**config.mk**
```make
export PLATFORM = sky130hd
export DESIGN_NAME = shooter_feed_sequencer_unit
export DESIGN_NICKNAME = d
export VERILOG_FILES = /design/src/rtl/sfs_pkg.sv /design/src/rtl/sfs_step.sv /design/src/rtl/shooter_feed_sequencer_unit.sv
export SDC_FILE = /design/constraint.sdc
export NUM_CORES = 1
export LEC_CHECK = 0
export BUFFER_PORTS_ARGS = -buffer_cell sky130_fd_sc_hd__buf_4
export CORE_MARGIN = 1.5
export CORE_UTILIZATION = 30
export DETAILED_ROUTE_END_ITERATION = 16
export HOLD_SLACK_MARGIN = 0.15
export SYNTH_ARGS = -nofsm -noshare
export SYNTH_HDL_FRONTEND = slang
export SYNTH_SLANG_ARGS = --single-unit
```
**constraint.sdc**
```tcl
create_clock -name clk -period 15 [get_ports clk]
set_clock_uncertainty 0.15 [all_clocks]
set_input_delay 0.75 -clock clk [delete_from_list [all_inputs] [get_ports clk]]
set_output_delay 0.75 -clock clk [all_outputs]
set_load 0.03 [all_outputs]
```
**src/rtl/sfs_pkg.sv**
```systemverilog
package sfs_pkg;

  localparam int unsigned DriveWidth = 16;
  localparam int unsigned CfgWidth   = 16;

  localparam logic [2:0] OP_SHOOT       = 3'd0;
  localparam logic [2:0] OP_PRELOAD     = 3'd1;
  localparam logic [2:0] OP_NOT_SHOOTING = 3'd2;
  localparam logic [2:0] OP_HOLD_SPEED  = 3'd3;
  localparam logic [2:0] OP_ALL_OFF     = 3'd4;

  localparam logic [1:0] LIFT_OFF     = 2'd0;
  localparam logic [1:0] LIFT_FORWARD = 2'd1;
  localparam logic [1:0] LIFT_REVERSE = 2'd2;

  localparam logic [1:0] REG_LOOP_GAIN      = 2'd0;
  localparam logic [1:0] REG_CLEAR_TICKS    = 2'd1;
  localparam logic [1:0] REG_SPINUP_TIMEOUT = 2'd2;
  localparam logic [1:0] REG_REVERSE_DRIVE  = 2'd3;

  localparam logic [15:0] Q15_FULL       = 16'h7FFF;
  localparam logic [18:0] PRELOAD_LIMIT  = 19'd32768;

  typedef struct packed {
    logic [2:0]  operation;
    logic [14:0] target_speed;
    logic [15:0] measured_speed;
  } tick_t;

  typedef struct packed {
    logic [1:0]         lift_command;
    logic signed [15:0] shooter_drive;
    logic               up_to_speed;
    logic               path_clear;
  } result_t;

  typedef struct packed {
    logic [15:0] loop_gain;
    logic [15:0] clear_ticks;
    logic [15:0] spinup_timeout_ticks;
    logic [15:0] reverse_drive;
  } cfg_t;

  typedef struct packed {
    logic        speed_reached;
    logic        clear_flag;
    logic [14:0] previous_target;
    logic [1:0]  lift_state;
    logic [15:0] drive_level;
  } seq_state_t;

endpackage

```
**src/rtl/sfs_step.sv**
```systemverilog
module sfs_step #(
  parameter int unsigned TICK_WIDTH = 16
) (
  input  sfs_pkg::cfg_t       cfg,
  input  sfs_pkg::tick_t      tick,
  input  sfs_pkg::seq_state_t cur,
  input  logic [TICK_WIDTH-1:0] tick_count,
  output sfs_pkg::seq_state_t nxt,
  output logic [TICK_WIDTH-1:0] tick_count_next,
  output sfs_pkg::result_t    res
);

  localparam int unsigned CmpWidth = (TICK_WIDTH > 16) ? TICK_WIDTH : 16;

  logic [15:0] err;
  logic [30:0] product;
  logic [23:0] drive_sum;
  logic [15:0] loop_drive;
  logic [18:0] measured_x5;
  logic [18:0] target_x4;
  logic        below_target;
  logic [TICK_WIDTH-1:0] tick_inc;
  logic [CmpWidth-1:0] tick_ext;
  logic [CmpWidth-1:0] inc_ext;
  logic [CmpWidth-1:0] clear_ext;
  logic [CmpWidth-1:0] timeout_ext;
  logic        reached;

  always_comb begin
    if ({1'b0, tick.target_speed} > tick.measured_speed) begin
      err = {1'b0, tick.target_speed} - tick.measured_speed;
    end else begin
      err = '0;
    end
    product   = 31'(cfg.loop_gain * err[14:0]);
    drive_sum = 24'(tick.target_speed) + 24'(product[30:8]);
    if (drive_sum > 24'(sfs_pkg::Q15_FULL)) begin
      loop_drive = sfs_pkg::Q15_FULL;
    end else begin
      loop_drive = drive_sum[15:0];
    end
  end

  assign measured_x5  = 19'(tick.measured_speed) * 19'd5;
  assign target_x4    = {2'b00, tick.target_speed, 2'b00};
  assign below_target = measured_x5 < target_x4;
  assign tick_inc     = tick_count + TICK_WIDTH'(1);
  assign tick_ext     = CmpWidth'(tick_count);
  assign inc_ext      = CmpWidth'(tick_inc);
  assign clear_ext    = CmpWidth'(cfg.clear_ticks);
  assign timeout_ext  = CmpWidth'(cfg.spinup_timeout_ticks);

  always_comb begin
    nxt             = cur;
    tick_count_next = tick_count;
    reached         = cur.speed_reached;
    case (tick.operation)
      sfs_pkg::OP_SHOOT: begin
        if (cur.previous_target != tick.target_speed) begin
          reached = 1'b0;
        end
        if (!cur.clear_flag) begin
          if (inc_ext < clear_ext) begin
            tick_count_next = tick_inc;
            nxt.lift_state  = sfs_pkg::LIFT_REVERSE;
            nxt.drive_level = cfg.reverse_drive;
          end else begin
            tick_count_next = '0;
            nxt.lift_state  = sfs_pkg::LIFT_OFF;
            nxt.clear_flag  = 1'b1;
            reached         = 1'b0;
          end
          nxt.previous_target = '0;
        end else begin
          nxt.drive_level     = loop_drive;
          nxt.previous_target = tick.target_speed;
          if (!reached) begin
            if (below_target && (tick_ext < timeout_ext)) begin
              tick_count_next = tick_inc;
            end else begin
              tick_count_next = '0;
              reached         = 1'b1;
            end
          end else begin
            nxt.lift_state = sfs_pkg::LIFT_FORWARD;
          end
        end
        nxt.speed_reached = reached;
      end
      sfs_pkg::OP_PRELOAD: begin
        nxt.drive_level   = '0;
        nxt.speed_reached = 1'b0;
        if (measured_x5 <= sfs_pkg::PRELOAD_LIMIT) begin
          nxt.lift_state = sfs_pkg::LIFT_FORWARD;
          nxt.clear_flag = 1'b0;
        end else begin
          nxt.lift_state = sfs_pkg::LIFT_OFF;
        end
      end
      sfs_pkg::OP_NOT_SHOOTING: begin
        tick_count_next = '0;
        nxt.lift_state  = sfs_pkg::LIFT_OFF;
      end
      sfs_pkg::OP_HOLD_SPEED: begin
        nxt.drive_level = loop_drive;
      end
      sfs_pkg::OP_ALL_OFF: begin
        nxt.lift_state  = sfs_pkg::LIFT_OFF;
        nxt.drive_level = '0;
      end
      default: begin
        nxt = cur;
      end
    endcase
  end

  always_comb begin
    res.lift_command  = nxt.lift_state;
    res.shooter_drive = nxt.drive_level;
    res.up_to_speed   = nxt.speed_reached;
    res.path_clear    = nxt.clear_flag;
  end

endmodule

```
**src/rtl/shooter_feed_sequencer_unit.sv**
```systemverilog
// Shooter and ball-lift sequencer, one transfer per control tick.
// Tick channel (tick_valid/tick_stall/tick_data): operation, target speed and
// measured flywheel speed. Result channel (result_valid/result_stall/
// result_data): lift command, shooter drive and the spin-up and path flags,
// one result per tick, in order.
// Configuration: cfg_write with cfg_index/cfg_data writes loop gain, clear
// ticks, spin-up timeout and reverse drive; write only while no tick is in
// flight.
// Path: a taken tick is registered in the input register; the speed-loop
// multiply and sequencing then load the result register, from which the
// result transfers. Throughput: one tick per cycle while the result side
// takes them.
// A stalled result holds; the input register keeps taking a tick while the
// result waits, and tick_stall rises only when both registers are full.
// Reset: configuration returns to gain 1.0, 25 clear ticks, timeout 100 and
// zero reverse drive; lift off, drive zero, path marked clear, counter zero.
module shooter_feed_sequencer_unit #(
  parameter int unsigned TICK_WIDTH = 16
) (
  input  logic              clk,
  input  logic              rst,
  input  logic              tick_valid,
  output logic              tick_stall,
  input  sfs_pkg::tick_t    tick_data,
  output logic              result_valid,
  input  logic              result_stall,
  output sfs_pkg::result_t  result_data,
  input  logic              cfg_write,
  input  logic [1:0]        cfg_index,
  input  logic [sfs_pkg::CfgWidth-1:0] cfg_data
);

  sfs_pkg::cfg_t       cfg;
  sfs_pkg::seq_state_t state;
  sfs_pkg::seq_state_t state_next;
  logic [TICK_WIDTH-1:0] tick_count;
  logic [TICK_WIDTH-1:0] tick_count_next;
  sfs_pkg::tick_t      held_tick;
  logic                held_valid;
  sfs_pkg::result_t    step_result;
  logic                advance;

  assign advance    = held_valid && (!result_valid || !result_stall);
  assign tick_stall = held_valid && !advance;

  sfs_step #(
    .TICK_WIDTH(TICK_WIDTH)
  ) u_step (
    .cfg            (cfg),
    .tick           (held_tick),
    .cur            (state),
    .tick_count     (tick_count),
    .nxt            (state_next),
    .tick_count_next(tick_count_next),
    .res            (step_result)
  );

  always_ff @(posedge clk) begin
    if (rst) begin
      cfg.loop_gain            <= 16'd256;
      cfg.clear_ticks          <= 16'd25;
      cfg.spinup_timeout_ticks <= 16'd100;
      cfg.reverse_drive        <= 16'd0;
    end else if (cfg_write) begin
      case (cfg_index)
        sfs_pkg::REG_LOOP_GAIN:      cfg.loop_gain            <= cfg_data;
        sfs_pkg::REG_CLEAR_TICKS:    cfg.clear_ticks          <= cfg_data;
        sfs_pkg::REG_SPINUP_TIMEOUT: cfg.spinup_timeout_ticks <= cfg_data;
        sfs_pkg::REG_REVERSE_DRIVE:  cfg.reverse_drive        <= cfg_data;
        default: begin
        end
      endcase
    end
  end

  always_ff @(posedge clk) begin
    if (rst) begin
      held_valid          <= 1'b0;
      result_valid        <= 1'b0;
      tick_count          <= '0;
      state.speed_reached <= 1'b0;
      state.clear_flag    <= 1'b1;
      state.previous_target <= '0;
      state.lift_state    <= sfs_pkg::LIFT_OFF;
      state.drive_level   <= '0;
    end else begin
      if (tick_valid && !tick_stall) begin
        held_valid <= 1'b1;
      end else if (advance) begin
        held_valid <= 1'b0;
      end
      if (advance) begin
        state        <= state_next;
        tick_count   <= tick_count_next;
        result_valid <= 1'b1;
      end else if (!result_stall) begin
        result_valid <= 1'b0;
      end
    end
  end

  always_ff @(posedge clk) begin
    if (tick_valid && !tick_stall) begin
      held_tick <= tick_data;
    end
    if (advance) begin
      result_data <= step_result;
    end
  end

endmodule

```
== After elaboration in Yosys (flattened, before gate mapping) ==
Cells that the tools add are included.
Word-level totals
  bits in registers: 171
  input bits: 57
  output and inout port bits: 22
  word-level logic and storage cells: 89
Operators by class
  add/sub/neg operators: 3
  $mul: 2
  order comparisons: 6
  equal/unequal tests: 10
  muxes and demuxes: 28
  reductions and logical operators: 21
Operators by type and width (count)
  $mux W16: 6
  $pmux W16 S3: 1
  $mux W33: 1
  $lt A16 B16 Y1: 2
  $pmux W16 S2: 1
  $mul A16 B15 Y31: 1
  $add A15 B23 Y24: 1
  $gt A24 B15 Y1 const B: 1
  $le A19 B16 Y1 const B: 1
  $lt A19 B17 Y1: 1
  $mul A16 B3 Y19 const B: 1
  $add A16 B1 Y16 const B: 1
  $gt A15 B16 Y1: 1
  $mux W15: 1
  $ne A15 B15 Y1: 1
  $sub A15 B15 Y15: 1
  $mux W1: 14
  $reduce_and A2 Y1: 5
  $eq A3 B2 Y1 const B: 2
  $pmux W2 S3: 1
  $eq A2 B2 Y1 const B: 2
  $logic_and A1 B1 Y1: 4
  $logic_not A1 Y1: 4
  $mux W2: 2
  12 further kinds: 14

== Depth between registers and ports, before layout ==
  word-level depth: 8
  depth in mapped cells: 45
  gate-level depth less buffers: 42

== Modules after synthesis ==
A second synthesis with hierarchy kept.
Unflattened totals
  cells, all modules: 2250
  area, all modules: 20174.3 um^2
By module, submodules not included
  sfs_step: instances 1, cells each 1727, area an instance 13664.4 um^2, sequential area each 0.0 um^2
  shooter_feed_sequencer_unit: instances 1, cells each 523, area an instance 6510.0 um^2, sequential area each 3963.8 um^2

== Worst setup path before layout ==
No wires, ideal clock.
  path type: reg-to-reg
  start: register held_tick[16] (netlist bit)
  end: register result_data[13] (netlist bit) (data pin)
  arrival: 9.260 ns
  data required time: 14.577 ns
  path slack: 5.316 ns
  stages on the path, launching flop included: 42
  buffers on the path: 3
  clock period less this slack: 9.684 ns
  path through: edfxtp_1 -> inv_1 -> ha_1 -> fa_1 -> nand2b_1 -> a211oi_4 -> nor2_2 -> o211ai_1 -> a21o_1 -> a21o_1 -> a21oi_1 -> xor2_1 -> nor2_1 -> clkbuf_1 -> and2_1 -> fa_1 -> fa_1 -> fa_1 -> [... 6 more ...] -> buf_2 -> nand4_1 -> nor2_1 -> nand2_1 -> o32a_1 -> nand2_1 -> xor2_1 -> ha_1 -> a21boi_0 -> a41oi_1 -> a211o_1 -> o2111a_1 -> nor4_2 -> o211a_1 -> o22ai_2 -> buf_6 -> o31ai_1 -> o211ai_1
RTL lines
  from (decl): line shooter_feed_sequencer_unit.sv:38  | sfs_pkg::tick_t held_tick;
  from (signal assigned): line shooter_feed_sequencer_unit.sv:104  | held_tick <= tick_data;
  to (signal assigned): line shooter_feed_sequencer_unit.sv:107  | result_data <= step_result;
  to (decl): line shooter_feed_sequencer_unit.sv:27  | output sfs_pkg::result_t result_data,

==> reports/qor.yml <==
status: "completed"
crit_family: "compound AO/OA/AOI/OAI gates"
cts_setup_buffers: 0
worst_pin_slew_ps: 1090
yosys_warnings: 0
final_core_util_pct: 33.5
synth-compound-area-share_pct: 13.2
cts_buffer_depth: 2
synth_nets: 2602
initial_core_util_pct: 30.3
yosys-top-cells-area: "fa_1 20%, ha_1 13%, dfxtp_1 13%, edfxtp_1 8.7%, nand2_1 6.0%"
grt_pass1_wl_um: 83400
maxSlewHeadroom_pct: 27.3
cts_max_level: 4
crit_type: "register to register"
pre_cts_slack_ps: 3660
post-route-period-util_pct: 77.1
arrival_ps: 11550
coreArea_um2: 61500
cap_violations: 0
finalHoldViolCount: 0
ir_worst_vdd_uv: 89.8
place.gp.congestion: 0.896
insertion_delay_ps: 460
pwr-share-clk_pct: 32.7
dp_hpwl_um: 40300
cts.reportedPaths.clkPinSlew_ps: 70
cts_tree: "yes"
synth_fa_ha_area_share_pct: 32.8
nets: 2632
power.internal_w: 0.000903
antenna_found_initial: 2
cp-end-kind: "register"
cts_hold_buf: 0
async_reset_ff_share_pct: 0
powerDensity_nw_per_um2: 67.7
synth_most_common_cell: "nand2_1"
start_kind: "register"
fp.dieW_um: 252
grt_usage_pct: 16.6
tns_ps: 0
worst_path_largest_cell_delay_ps: 820
n_fill_cell: 6353
port_buffers: 78
setup_viol: 0
combPwrFrac_pct: 29.9
p_seq_share_pct: 37.4
grt_remaining_overflow: 0
netlist.area_leader.share_pct: 19.6
drv_slew: 0
p_leak_nw: 9.59
synth_seq_area_share_pct: 21.3
ys_ff_latch: 171
synth_simple_gate_area_share_pct: 20.0
cp.required_ps: 14990
grt_pass1_vias: 15528
clock.fmax_mhz: 86.5
switching_power_w: 0.000493
cts.sinks: 171
crit_buf_inv: 5
rsz0062_at_grt: "false"
hold_slack_ps: 308
cp_max_fo: 16
ys.flop_type: "dfxtp_1"
grt_max_degree: 82
dr.pass1.iters: 7
yosys-top-cells-count: "297 x nand2_1, 282 x inv_1, 196 x ha_1, 182 x fa_1, 147 x and2_1"
synth_top_family_by_area: "adder cells"
synth_area_um2: 18600
numCtsBuffers: 17
vias_per_cell: 5.06
root_buffer: "clkbuf_16"
die_y_um: 252
wl_um: 51600
swShare_pct: 35.3
synth_mux_area_share_pct: 1.14
drive_gt1_share_pct: 7.24
wire_per_inst_um: 17.2
synth_edf_count: 54
drc: 0
fin_crit_ps: 11560
io_pins: 79
final_antenna_net_count: 0
dieArea_um2: 63500
syn2layout_area_growth_pct: 10.8
rows: 91
ctsResizeCount: 0
layout_setup_ws_ps: 3440
via_count: 15192
critPathSlowestCell: "o21ai_1"
syn_avg_cell_area_um2: 8.59
synth-xor-area-share_pct: 3.77
min_path_type: "register to register"
synth_top_area_cell: "fa_1"
drt_iter0_drc: 1132
synthCells: 2167
synth_cell_types: 77
-- cells in the final DEF, fill, tap and decap left out, types with 5 or more instances in the layout --
cell	instances
a22oi_1	12
and2_1	147
nor2_1	103
o2111ai_1	6
xnor2_1	48
inv_1	282
edfxtp_1	54
o21a_1	13
o31ai_1	7
and3_1	18
a21o_1	32
o21bai_1	6
nor3_1	25
a21boi_0	7
or2_2	7
nor2b_1	12
buf_4	103
o41ai_1	5
o21ai_0	56
fa_1	182
dfxtp_1	117
or4_1	6
o22ai_1	5
ha_1	196
a211oi_1	13
nand3b_1	10
a211o_1	5
clkbuf_16	18
nand3_1	49
nand2_1	297
nand2b_1	34
xor2_1	32
mux2i_1	20
nand4_1	18
o211ai_1	17
a21oi_1	143
a31oi_1	21
-- final cells by class --
class / instances / area (µm²) / share of cell area, %
antenna: 1 / 2.50 / 0.0121
inverter: 282 / 1060 / 5.14
timing repair buffer: 103 / 773 / 3.75
clock inverter: 12 / 129 / 0.625
clock buffer: 20 / 468 / 2.27
sequential: 171 / 3960 / 19.2
multi-input combinational: 1622 / 13200 / 64.2
tap: 790 / 988 / 4.80
-- cell families (layout without fill, tap and decap cells) --
| logic type | count (synthesis) | in the layout |
|---|---|---|
| other | 0 | 1 |
| adder cells (fa/ha/maj) | 378 | 378 |
| AND/OR/NAND/NOR | 758 | 758 |
| multiplexers | 21 | 21 |
| buffers and inverters | 374 | 417 |
| XOR/XNOR | 80 | 80 |
| flip-flops | 171 | 171 |
| AO/OA/AOI/OAI | 385 | 385 |
-- power groups by stage --
stage / clock [W] / sequential [W] / combinational, W
4_1_cts: 0.000465 / 0.000521 / 0.000417
3_3_place_gp: 0 / 0.000531 / 0.000403
6_report: 0.000457 / 0.000521 / 0.000417
5_1_grt: 0.000483 / 0.000523 / 0.000463
3_5_place_dp: 0 / 0.000531 / 0.000413
2_1_floorplan: 0 / 0.000528 / 0.000280
-- final timing paths --
path | startpoint | end | slack [ps] | depth (start not counted)
max | held_tick[16] | result_data[16] | 3440 | 39
min | cfg[39] | cfg[39] | 310 | 2
max reg2reg | held_tick[16] | result_data[16] | 3440 | 39
min reg2reg | cfg[39] | cfg[39] | 310 | 2
-- state kept, by name, summed over array words and instances, names as in the netlist --
name,count
cfg,64
state,35
held_tick,34
result_data,20
tick_count,16
held_valid,1
result_valid,1
-- layer usage --
layer	routed length, µm	part of all wire, %	track usage (%)	vias up
met2	25100	49	28.1	382
met4	1190	2.3	5.17	0
met3	2190	4.2	1.85	66
li1	-	-	-	7253
met1	23200	45	22.1	7491
met5	0	0	0	-
-- worst register-to-register path, delay by kind of cell (launching register included) --
kind | cells | cell delay [ps]
and+or+nand+nor | 8 | 2150
AOI/OAI and AO/OA | 15 | 4190
adders and majority gates | 10 | 3800
DFF | 1 | 420
xor gates and xnor gates | 1 | 190
buffers and inverters | 5 | 340
-- through the flow --
stage	cells	power [W]	cell area (µm²)
after floorplan	2167	0.000808	18600
after global placement	2968	0.000934	20000
after detailed placement	2968	0.000944	20000
after CTS	3000	0.00140	20600
after global routing	3000	0.00147	20600
final	3001	0.00140	20600
No activity file was read; power rests on OpenSTA's default activity.
